<file path="config.mk">
export PLATFORM = sky130hd
export DESIGN_NAME = utf8_stream_validator
export DESIGN_NICKNAME = d
export VERILOG_FILES = /design/src/utf8v_pkg.sv /design/src/utf8v_in_stage.sv /design/src/utf8v_core.sv /design/src/utf8v_out_stage.sv /design/src/utf8_stream_validator.sv
export VERILOG_INCLUDE_DIRS = /design/src /design/src/src
export SDC_FILE = /design/constraint.sdc
export NUM_CORES = 1
export LEC_CHECK = 0
export ABC_AREA = 0
export BUFFER_PORTS_ARGS = -buffer_cell sky130_fd_sc_hd__clkbuf_2
export CORE_MARGIN = 5
export CORE_UTILIZATION = 45
export DETAILED_ROUTE_END_ITERATION = 8
export GPL_ROUTABILITY_DRIVEN = 0
export PLACE_DENSITY_LB_ADDON = 0.15
export SLEW_MARGIN = 0
export SYNTH_ARGS = -nofsm -noshare
export SYNTH_HDL_FRONTEND = slang
export SYNTH_SLANG_ARGS = --single-unit
</file>
<file path="constraint.sdc">
create_clock -name clk -period 2.9 [get_ports clk]
set_input_delay 0.29 -clock clk [delete_from_list [all_inputs] [get_ports clk]]
set_output_delay 0.29 -clock clk [all_outputs]
set_load 0.05 [all_outputs]
</file>
<file path="src/assert_macros.svh">
// ----------------------------------------------------------------------------
// Assertion macros
// Shared concurrent assertion helpers for the RTL.
// ----------------------------------------------------------------------------
`ifndef ASSERT_MACROS_SVH
`define ASSERT_MACROS_SVH

// Property must hold at every rising edge outside reset.
`define ASSERT_CLK(label, clk, rst_n, prop, msg) \
	label: assert property (@(posedge clk) disable iff (!rst_n) prop) else $error(msg);

// Expression must never be true at a rising edge outside reset.
`define ASSERT_NEVER(label, clk, rst_n, expr, msg) \
	label: assert property (@(posedge clk) disable iff (!rst_n) !(expr)) else $error(msg);

`endif

</file>
<file path="src/utf8v_pkg.sv">
// ----------------------------------------------------------------------------
// UTF-8 validator package
// Types, constants and lead byte decoding shared by the validator modules.
// ----------------------------------------------------------------------------
package utf8v_pkg;

	localparam int unsigned CountW = 32;

	localparam logic [7:0] ByteNul     = 8'h00;
	localparam logic [7:0] ByteNewline = 8'h0a;

	localparam logic STATUS_VALID   = 1'b0;
	localparam logic STATUS_INVALID = 1'b1;

	typedef logic [CountW-1:0] count_t;
	typedef logic [2:0]        pend_t;

	// Decoded lead byte: ok is low for a byte that cannot start a sequence.
	typedef struct packed {
		logic  ok;
		pend_t len;
	} lead_t;

	// Decision for the byte in the input register.
	typedef struct packed {
		logic   emit;
		logic   status;
		count_t line_count;
	} result_t;

	function automatic lead_t lead_decode(input logic [7:0] b);
		lead_t r;
		r.ok  = 1'b1;
		r.len = 3'd0;
		if ((b & 8'h80) == 8'h00) begin
			r.len = 3'd0;
		end else if ((b & 8'he0) == 8'hc0) begin
			r.len = 3'd1;
		end else if ((b & 8'hf0) == 8'he0) begin
			r.len = 3'd2;
		end else if ((b & 8'hf8) == 8'hf0) begin
			r.len = 3'd3;
		end else if ((b & 8'hfc) == 8'hf8) begin
			r.len = 3'd4;
		end else if ((b & 8'hfe) == 8'hfc) begin
			r.len = 3'd5;
		end else begin
			r.ok = 1'b0;
		end
		return r;
	endfunction

	function automatic logic is_continuation(input logic [7:0] b);
		return (b & 8'hc0) == 8'h80;
	endfunction

endpackage

</file>
<file path="src/utf8v_in_stage.sv">
// ----------------------------------------------------------------------------
// UTF-8 validator input stage
// Holds one incoming byte until the checker consumes it.
// ----------------------------------------------------------------------------
module utf8v_in_stage (
	input  logic       clk,
	input  logic       arst_n,
	input  logic [7:0] data_byte,
	input  logic       byte_valid,
	output logic       byte_ready,
	input  logic       advance,
	output logic       valid_s1,
	output logic [7:0] byte_s1
);

	assign byte_ready = !valid_s1 || advance;

	always_ff @(posedge clk or negedge arst_n) begin
		if (!arst_n) begin
			valid_s1 <= 1'b0;
		end else if (byte_ready) begin
			valid_s1 <= byte_valid;
		end
	end

	always_ff @(posedge clk) begin
		if (byte_valid && byte_ready) begin
			byte_s1 <= data_byte;
		end
	end

endmodule

</file>
<file path="src/utf8v_core.sv">
// ----------------------------------------------------------------------------
// UTF-8 validator core
// Sequence state, discard flag, newline counter and per-byte decision.
// ----------------------------------------------------------------------------
module utf8v_core (
	input  logic              clk,
	input  logic              arst_n,
	input  logic              advance,
	input  logic [7:0]        byte_s1,
	input  logic              count_lines_q,
	output utf8v_pkg::result_t res
);

	utf8v_pkg::pend_t  pend_q, pend_d;
	logic              discard_q, discard_d;
	utf8v_pkg::count_t count_q, count_d;
	utf8v_pkg::lead_t  lead;

	assign lead = utf8v_pkg::lead_decode(byte_s1);

	always_comb begin
		pend_d     = pend_q;
		discard_d  = discard_q;
		count_d    = count_q;
		res.emit   = 1'b0;
		res.status = utf8v_pkg::STATUS_VALID;
		res.line_count = count_q;
		if (discard_q) begin
			if (byte_s1 == utf8v_pkg::ByteNul) begin
				discard_d = 1'b0;
			end
		end else if (pend_q != 3'd0) begin
			if (utf8v_pkg::is_continuation(byte_s1)) begin
				pend_d = pend_q - 3'd1;
			end else begin
				// A terminator ends the string here; any other byte starts a discard.
				pend_d     = 3'd0;
				discard_d  = byte_s1 != utf8v_pkg::ByteNul;
				res.emit   = 1'b1;
				res.status = utf8v_pkg::STATUS_INVALID;
			end
		end else if (byte_s1 == utf8v_pkg::ByteNul) begin
			res.emit = 1'b1;
		end else if (!lead.ok) begin
			discard_d  = 1'b1;
			res.emit   = 1'b1;
			res.status = utf8v_pkg::STATUS_INVALID;
		end else if (lead.len == 3'd0) begin
			if (byte_s1 == utf8v_pkg::ByteNewline && count_lines_q && !(&count_q)) begin
				count_d = count_q + utf8v_pkg::count_t'(1);
			end
		end else begin
			pend_d = lead.len;
		end
	end

	always_ff @(posedge clk or negedge arst_n) begin
		if (!arst_n) begin
			pend_q    <= 3'd0;
			discard_q <= 1'b0;
			count_q   <= '0;
		end else if (advance) begin
			pend_q    <= pend_d;
			discard_q <= discard_d;
			count_q   <= count_d;
		end
	end

endmodule

</file>
<file path="src/utf8v_out_stage.sv">
// ----------------------------------------------------------------------------
// UTF-8 validator output stage
// Result register that holds a verdict until the consumer takes it.
// ----------------------------------------------------------------------------
module utf8v_out_stage (
	input  logic               clk,
	input  logic               arst_n,
	input  logic               load,
	input  utf8v_pkg::result_t res,
	output logic               room,
	output logic               result_valid,
	input  logic               result_ready,
	output logic               status,
	output logic [31:0]        line_count
);

	assign room = !result_valid || result_ready;

	always_ff @(posedge clk or negedge arst_n) begin
		if (!arst_n) begin
			result_valid <= 1'b0;
		end else if (room) begin
			result_valid <= load;
		end
	end

	always_ff @(posedge clk) begin
		if (load && room) begin
			status     <= res.status;
			line_count <= res.line_count;
		end
	end

endmodule

</file>
<file path="src/utf8_stream_validator.sv">
// ----------------------------------------------------------------------------
// UTF-8 stream validator
// Structural check of zero-terminated strings in six-byte UTF-8 form with
// a saturating newline counter.
// ----------------------------------------------------------------------------
//   Channel  Signals                               Direction
//   byte     byte_valid, byte_ready, data_byte     in
//   result   result_valid, result_ready,           out
//            status, line_count
//   config   cfg_write, cfg_data (count_lines)     in
//
// One byte per cycle unless intake stalls; a verdict moves from input to result register.
// The rate is set by the single pass through the decision logic and the
// 32-bit counter increment between input and result registers.
// Reset clears sequence state, counter and both stage valids; count_lines
// resets to one.
// A held result stalls intake only when the byte in the input register
// itself produces a result.
`include "assert_macros.svh"

module utf8_stream_validator (
	input  logic        clk,
	input  logic        arst_n,
	input  logic        byte_valid,
	output logic        byte_ready,
	input  logic [7:0]  data_byte,
	output logic        result_valid,
	input  logic        result_ready,
	output logic        status,
	output logic [31:0] line_count,
	input  logic        cfg_write,
	input  logic        cfg_data
);

	logic               count_lines_q;
	logic               valid_s1;
	logic [7:0]         byte_s1;
	logic               advance;
	logic               room;
	utf8v_pkg::result_t res;

	always_ff @(posedge clk or negedge arst_n) begin
		if (!arst_n) begin
			count_lines_q <= 1'b1;
		end else if (cfg_write) begin
			count_lines_q <= cfg_data;
		end
	end

	assign advance = valid_s1 && (!res.emit || room);

	utf8v_in_stage u_in (
		.clk        (clk),
		.arst_n     (arst_n),
		.data_byte  (data_byte),
		.byte_valid (byte_valid),
		.byte_ready (byte_ready),
		.advance    (advance),
		.valid_s1   (valid_s1),
		.byte_s1    (byte_s1)
	);

	utf8v_core u_core (
		.clk           (clk),
		.arst_n        (arst_n),
		.advance       (advance),
		.byte_s1       (byte_s1),
		.count_lines_q (count_lines_q),
		.res           (res)
	);

	utf8v_out_stage u_out (
		.clk          (clk),
		.arst_n       (arst_n),
		.load         (advance && res.emit),
		.res          (res),
		.room         (room),
		.result_valid (result_valid),
		.result_ready (result_ready),
		.status       (status),
		.line_count   (line_count)
	);

	// A verdict must never be consumed while the result register is blocked.
	`ASSERT_NEVER(a_no_overwrite, clk, arst_n, advance && res.emit && result_valid && !result_ready, "verdict advanced into a full result register")
	// A consumed verdict shows up in the result register on the next cycle.
	`ASSERT_CLK(a_emit_lands, clk, arst_n, advance && res.emit |=> result_valid, "verdict lost between stages")
	// The newline count only ever grows.
	`ASSERT_CLK(a_count_mono, clk, arst_n, $past(arst_n) |-> res.line_count >= $past(res.line_count), "newline counter went backwards")

endmodule
</file>
# --- Yosys cells after proc, flatten, opt, wreduce, memory -nomap -nowiden ---
# Index checks and enable logic that the tools add are counted.
# Widths: inputs -> output; s select.
totals:
  reg_bits: 80
  latchBits: 0
  ramBits: 0
  mem_bits_ro: 0
  inputBits: 14
  out_inout_bits: 35
  word_cells: 74
  memories: 0
classes:
  addsub: 2
  mul: 0
  n_div: 0
  n_lt_le_gt_ge: 0
  eq_ne: 9
  n_shift: 0
  n_mux: 29
  n_bitwise: 3
  reduce_logical: 22
ops:
  columns: ["operator", "n"]
  rows:
  - ["$mux 3", 11]
  - ["$add 32x1->32 const B", 1]
  - ["$reduce_and 32->1", 1]
  - ["$logic_not 8->1", 2]
  - ["$mux 1", 14]
  - ["$eq 8x4->1 const B", 1]
  - ["$mux 2", 4]
  - ["$reduce_bool 8->1", 1]
  - ["$eq 7x7->1 const B", 1]
  - ["$reduce_and 7->1", 1]
  - ["$eq 6x6->1 const B", 1]
  - ["$logic_and 1x1->1", 6]
  - ["$eq 5x5->1 const B", 1]
  - ["$reduce_and 5->1", 1]
  - ["$eq 4x4->1 const B", 1]
  - ["$logic_not 1->1", 4]
  - ["$eq 3x3->1 const B", 1]
  - ["$logic_not 3->1", 1]
  - ["$logic_or 1x1->1", 3]
  - ["$not 1->1", 3]
  - ["$reduce_bool 3->1", 1]
  - ["$sub 3x1->3 const B", 1]
  - ["$eq 2x2->1 const B", 1]
  - ["$ne 2x1->1 const B", 1]
  - ["2 further kinds", 2]

# --- Longest topological paths before layout ---
depth:
  ltp_word: 16
  mapped_depth: 9
  depth_no_buf: 7

# --- Hierarchy ---
# Synthesis repeated with hierarchy kept, for this count alone.
hier_totals:
  cells_unflattened: 242
  hier_area_um2: 3329.4
by_module_without_submodules:
  columns: ["module", "n_inst", "cells_per_inst", "area_per_inst_um2", "seq_area_each_um2"]
  rows:
  - ["utf8v_core", 1, 188, 1931.9, 900.9]
  - ["utf8v_out_stage", 1, 37, 1044.8, 1016.0]
  - ["utf8v_in_stage", 1, 12, 294.0, 265.3]
  - ["utf8_stream_validator", 1, 5, 58.8, 26.3]

# --- Least setup slack after synthesis ---
# Ideal clock, no wire load.
synth_timing:
  path_type: "register to register"
  startpoint: "register u_core.pend_q[0]"
  endpoint: "register u_out.line_count[0] (enable)"
  setup_ps: 423
  arrival_time_ps: 2752
  required_ps: 2477
  setup_slack_ps: -275
  stages_incl_launch_ff: 9
  n_path_buf: 1
  period_less_slack_ps: 3175
  cell_sequence: "dfrtp_1 inv_1 ha_1 nor2b_1 clkbuf_2 o211a_1 o21ai_0 nand2_1 nor2_1"
synth_between:
  elab_chain_len: 8
synth_lines:
  columns: ["element", "line", "source"]
  rows:
  - ["start, declared", "utf8v_core.sv:14", "utf8v_pkg::pend_t pend_q, pend_d;"]
  - ["start signal, assigned", "utf8v_core.sv:63", "pend_q <= pend_d;"]
  - ["$reduce_bool 3->1 (*)", "utf8v_core.sv:32", "end else if (pend_q != 3'd0) begin"]
  - ["$mux 2 (*)", "utf8v_core.sv:32", null]
  - ["$mux 2 (*)", "utf8v_core.sv:28", "if (discard_q) begin"]
  - ["$logic_not 1->1", "utf8_stream_validator.sv:50", "assign advance = valid_s1 && (!res.emit || room);"]
  - ["$logic_or 1x1->1", "utf8_stream_validator.sv:50", null]
  - ["$logic_and 1x1->1", "utf8_stream_validator.sv:50", null]
  - ["$logic_and 1x1->1 (*)", "utf8_stream_validator.sv:75", ".load (advance && res.emit),"]
  - ["$logic_and 1x1->1 (*)", "utf8v_out_stage.sv:28", "if (load && room) begin"]
  - ["end signal, assigned", "utf8v_out_stage.sv:30", "line_count <= res.line_count;"]
  - ["end, declared", "utf8v_out_stage.sv:14", "output logic [31:0] line_count"]
# Mark *: on every way between the ends. The rest lies on a longest branch, timed or not.
# A chain may end at the register's enable or synchronous reset.

# --- Worst setup path in the final report ---
layout_timing:
  startpoint: "register u_core.pend_q[0]"
  endpoint: "output byte_ready"
layout_between:
  elab_chain_len: 7
layout_lines:
  columns: ["element", "line", "source"]
  rows:
  - ["$reduce_bool 3->1", "utf8v_core.sv:32", null]
  - ["$mux 2", "utf8v_core.sv:32", null]
  - ["$mux 2", "utf8v_core.sv:28", null]
  - ["$logic_not 1->1", "utf8_stream_validator.sv:50", null]
  - ["$logic_or 1x1->1", "utf8_stream_validator.sv:50", null]
  - ["$logic_and 1x1->1", "utf8_stream_validator.sv:50", null]
  - ["$logic_or 1x1->1", "utf8v_in_stage.sv:16", "assign byte_ready = !valid_s1 || advance;"]
  - ["end, declared", "utf8_stream_validator.sv:25", "output logic byte_ready,"]
# Every way passes these cells.

==> run_results.csv <==
group,metric,value,unit
critical_path,path_cells,"inv_1, ha_1, nor2b_1, o211a_1, o21ai_0, nand3_1, clkbuf_2",
placed_design,dp_hpwl,4.24,mm
global_routing,grt_max_degree,40,
critical_path,cp.depth,7,
routing,wl,6.04,mm
synthesis,syn-instance-count,245,
clock_network,cts_max_path_buffers,2,
timing,relSlewSlack,0.322,
clock_network,cts.htree.levels,3,
critical_path,slowest_stage,"nor2b_1",
synthesis,yosysWarnings,0,
critical_path,critPathMaxStageDelay,0.45,ns
synthesis,syn-num-nets,262,
routing,wl_per_cell,14.9,um
timing,slew_viol_final,0,
critical_path,reg2reg_depth,7,
critical_path,crit_path_end_kind,"output pin",
pwr,p_per_area,583,nW/um^2
critical_path,timing.critical_path.buf_inv,2,
cells_and_area,n_fill_cell,626,
global_routing,grt_usage,0.134,
status,status,"completed",
synthesis,synth_cell_types,53,
pwr,p_leak,1.67,nW
cells_and_area,nNetsFinal,318,
floorplan,dieArea,9440,sq um
global_routing,overflow,0,
critical_path,reg2reg_slack,0.52,ns
critical_path,worstSetupStartpoint,"u_core.pend_q[0]",
global_routing,first_global_vias,2117,
synthesis,synth_area,3420,sq um
critical_path,start_kind,"flop",
synthesis,synth_common_cells,"edfxtp_1 (41), dfrtp_1 (38), xnor2_1 (21)",
routing,drt_iter0_markers,75,
synthesis,synth_edf_count,41,
synthesis,synth_ff_type,"edfxtp_1",
synthesis,synth_area_leaders,"edfxtp_1 (36%), dfrtp_1 (28%), xnor2_1 (5.4%), nand3_1 (2.9%), and4_1 (1.8%)",
synthesis,yosysMostFrequentCell,"edfxtp_1",
floorplan,die_w,97.2,um
global_routing,grt_pass1_wl,10.3,mm
timing,skew,0.00886,ns
timing,fin_setup_tns,0,ns
critical_path,r2r-start,"u_core.pend_q[0]",
routing,num_vias,2114,
timing,max_freq,382,MHz
global_routing,antenna_found_initial,0,
placed_design,portBuffers,48,
clock_network,numCtsBuffers,9,
floorplan,ios,49,
critical_path,crit_required,2.61,ns
timing,hold_violations,0,
clock_network,numClockSinks,80,
clock_network,cts.hold.buffers_added,0,
critical_path,worstPathArrival,2.33,ns
synthesis,ys_ff_latch,80,
routing,antenna_left,0,
synthesis,synth_top_area_share,0.360,
placed_design,pre_cts_slack,0.537,ns
pwr,ir_worst_vdd,0.292,mV
critical_path,crit_type,"reg2out",
worst_hold_path,hp-class,"in2async",
cells_and_area,diodes,0,
floorplan,core_area,7330,sq um
critical_path,crit_family,"simple AND/OR/NAND/NOR gates",
routing,dr.pass1.iters,4,
timing,worst_pin_slew,1.02,ns
routing,via_per_inst,5.22,
timing,rsz0062_at_grt,"false",
critical_path,critical_path_peak_fanout,8,
clock_network,clk_latency,0.34,ns
timing,period_share,0.904,
synthesis,synth_async_sr_flop_share,0.488,
floorplan,die_h,97.2,um
clock_network,post-cts-setup-buffers,0,
floorplan,core.rowCount,31,
clock_network,ctsRootBufferMaster,"clkbuf_8",
floorplan,start_util,0.466,
timing,setup_viol,0,
clock_network,cts_tree,"done",
cells_and_area,seq_area,2210,sq um
timing,fin_crit,2.62,ns
cells_and_area,layout-drive-gt1-share,0.278,
synthesis,synth_top_area_cell,"edfxtp_1",
flow_run,cap_violations,0,
timing,timing.final.ws_setup,0.280,ns
clock_network,path_clk_slew,0.08,ns
cells_and_area,syn_to_final_growth,16.3,%
routing,drc,0,
clock_network,post_cts_resized,0,
cells_and_area,multi_input_area,1150,sq um
synthesis,synth-seq-area-share,0.646,
critical_path,rr_endpoint,"u_in.byte_s1[0]",
critical_path,crit_end,"byte_ready",
synthesis,syn_avg_cell_area,14.0,sq um
==> cell usage in the layout (no fill, tap or decap), types with 2 or more instances in the layout <==
master,instances
buf_4,2
mux2i_1,2
xor2_1,7
edfxtp_1,41
clkbuf_8,9
and3_1,6
ha_1,3
inv_1,6
nand2b_1,4
nand4_1,9
a31oi_1,3
nor2b_1,2
and3_2,5
clkbuf_2,48
clkinvlp_4,2
bufinv_16,2
nor4_1,3
dfrtp_1,38
o21ai_0,3
xnor2_1,21
nor2_1,12
nand3_1,20
nand2_1,13
and4_1,7
nor3_1,4
==> flip-flops by register name, indices dropped and copies added (netlist names) <==
| register | flops |
|---|---|
| u_out.line_count | 32 |
| u_core.pend_q | 3 |
| u_core.discard_q | 1 |
| u_in.byte_s1 | 8 |
| count_lines_q | 1 |
| u_out.result_valid | 1 |
| u_out.status | 1 |
| u_in.valid_s1 | 1 |
| u_core.count_q | 32 |
==> metrics by stage <==
step                       util  hold slack [ns]  cells  power (mW)  cell area (sq um)
after floorplan               -         -0.00559    245        1.40               3420
final                     0.543            0.107    405        2.32               3980
after global placement    0.513            0.468    389        1.45               3760
after global routing      0.543            0.108    405        2.42               3980
after detailed placement  0.513            0.469    389        1.45               3760
after CTS                 0.543            0.108    405        2.34               3980
==> cell type report <==
class                           count  share of cell area
Inverter                            6             0.00566
Multi-Input combinational cell    154               0.288
Clock buffer                       10              0.0321
Clock inverter                      6              0.0233
Sequential cell                    80               0.555
Tap cell                           99              0.0311
Timing Repair Buffer               50              0.0642
==> where the power goes <==
group / internal [mW] / total (mW) / leakage, nW / switching [mW]
Clock: 0.489 / 0.892 / 0.103 / 0.403
Sequential: 1.22 / 1.24 / 0.935 / 0.0224
Combinational: 0.0694 / 0.183 / 0.628 / 0.114
Total: 1.78 / 2.32 / 1.67 / 0.539
==> worst min path at each step <==
stage | start | end | slack (ns) | cells past startpoint
2_1_floorplan | arst_n | u_core.count_q[0] | -0.006 | 0
3_3_place_gp | data_byte[7] | u_in.byte_s1[7] | 0.47 | 1
4_1_cts | data_byte[1] | u_in.byte_s1[1] | 0.11 | 1
6_report | arst_n | u_core.count_q[0] | 0.11 | 1
5_1_grt | data_byte[3] | u_in.byte_s1[3] | 0.11 | 1
3_5_place_dp | data_byte[7] | u_in.byte_s1[7] | 0.47 | 1
==> logic make-up (layout without fill, tap and decap cells) <==
logic type,after synthesis,count (layout),synth area share
multiplexers,5,5,0.0168
flip-flops,80,80,0.646
buffers and inverters,11,72,0.0194
adder cells (fa/ha/maj),3,3,0.0110
XOR/XNOR,28,28,0.0717
AO/OA/AOI/OAI,19,19,0.0542
AND/OR/NAND/NOR,99,99,0.181
==> metal layers <==
metal	vias up	wire length, um	GRT usage
met1	1035	2830	0.179
met4	0	80	0.0518
li1	1028	-	-
met5	-	0	0
met3	8	251	0.0330
met2	43	2870	0.211
Power figures use the tool's default switching activity.
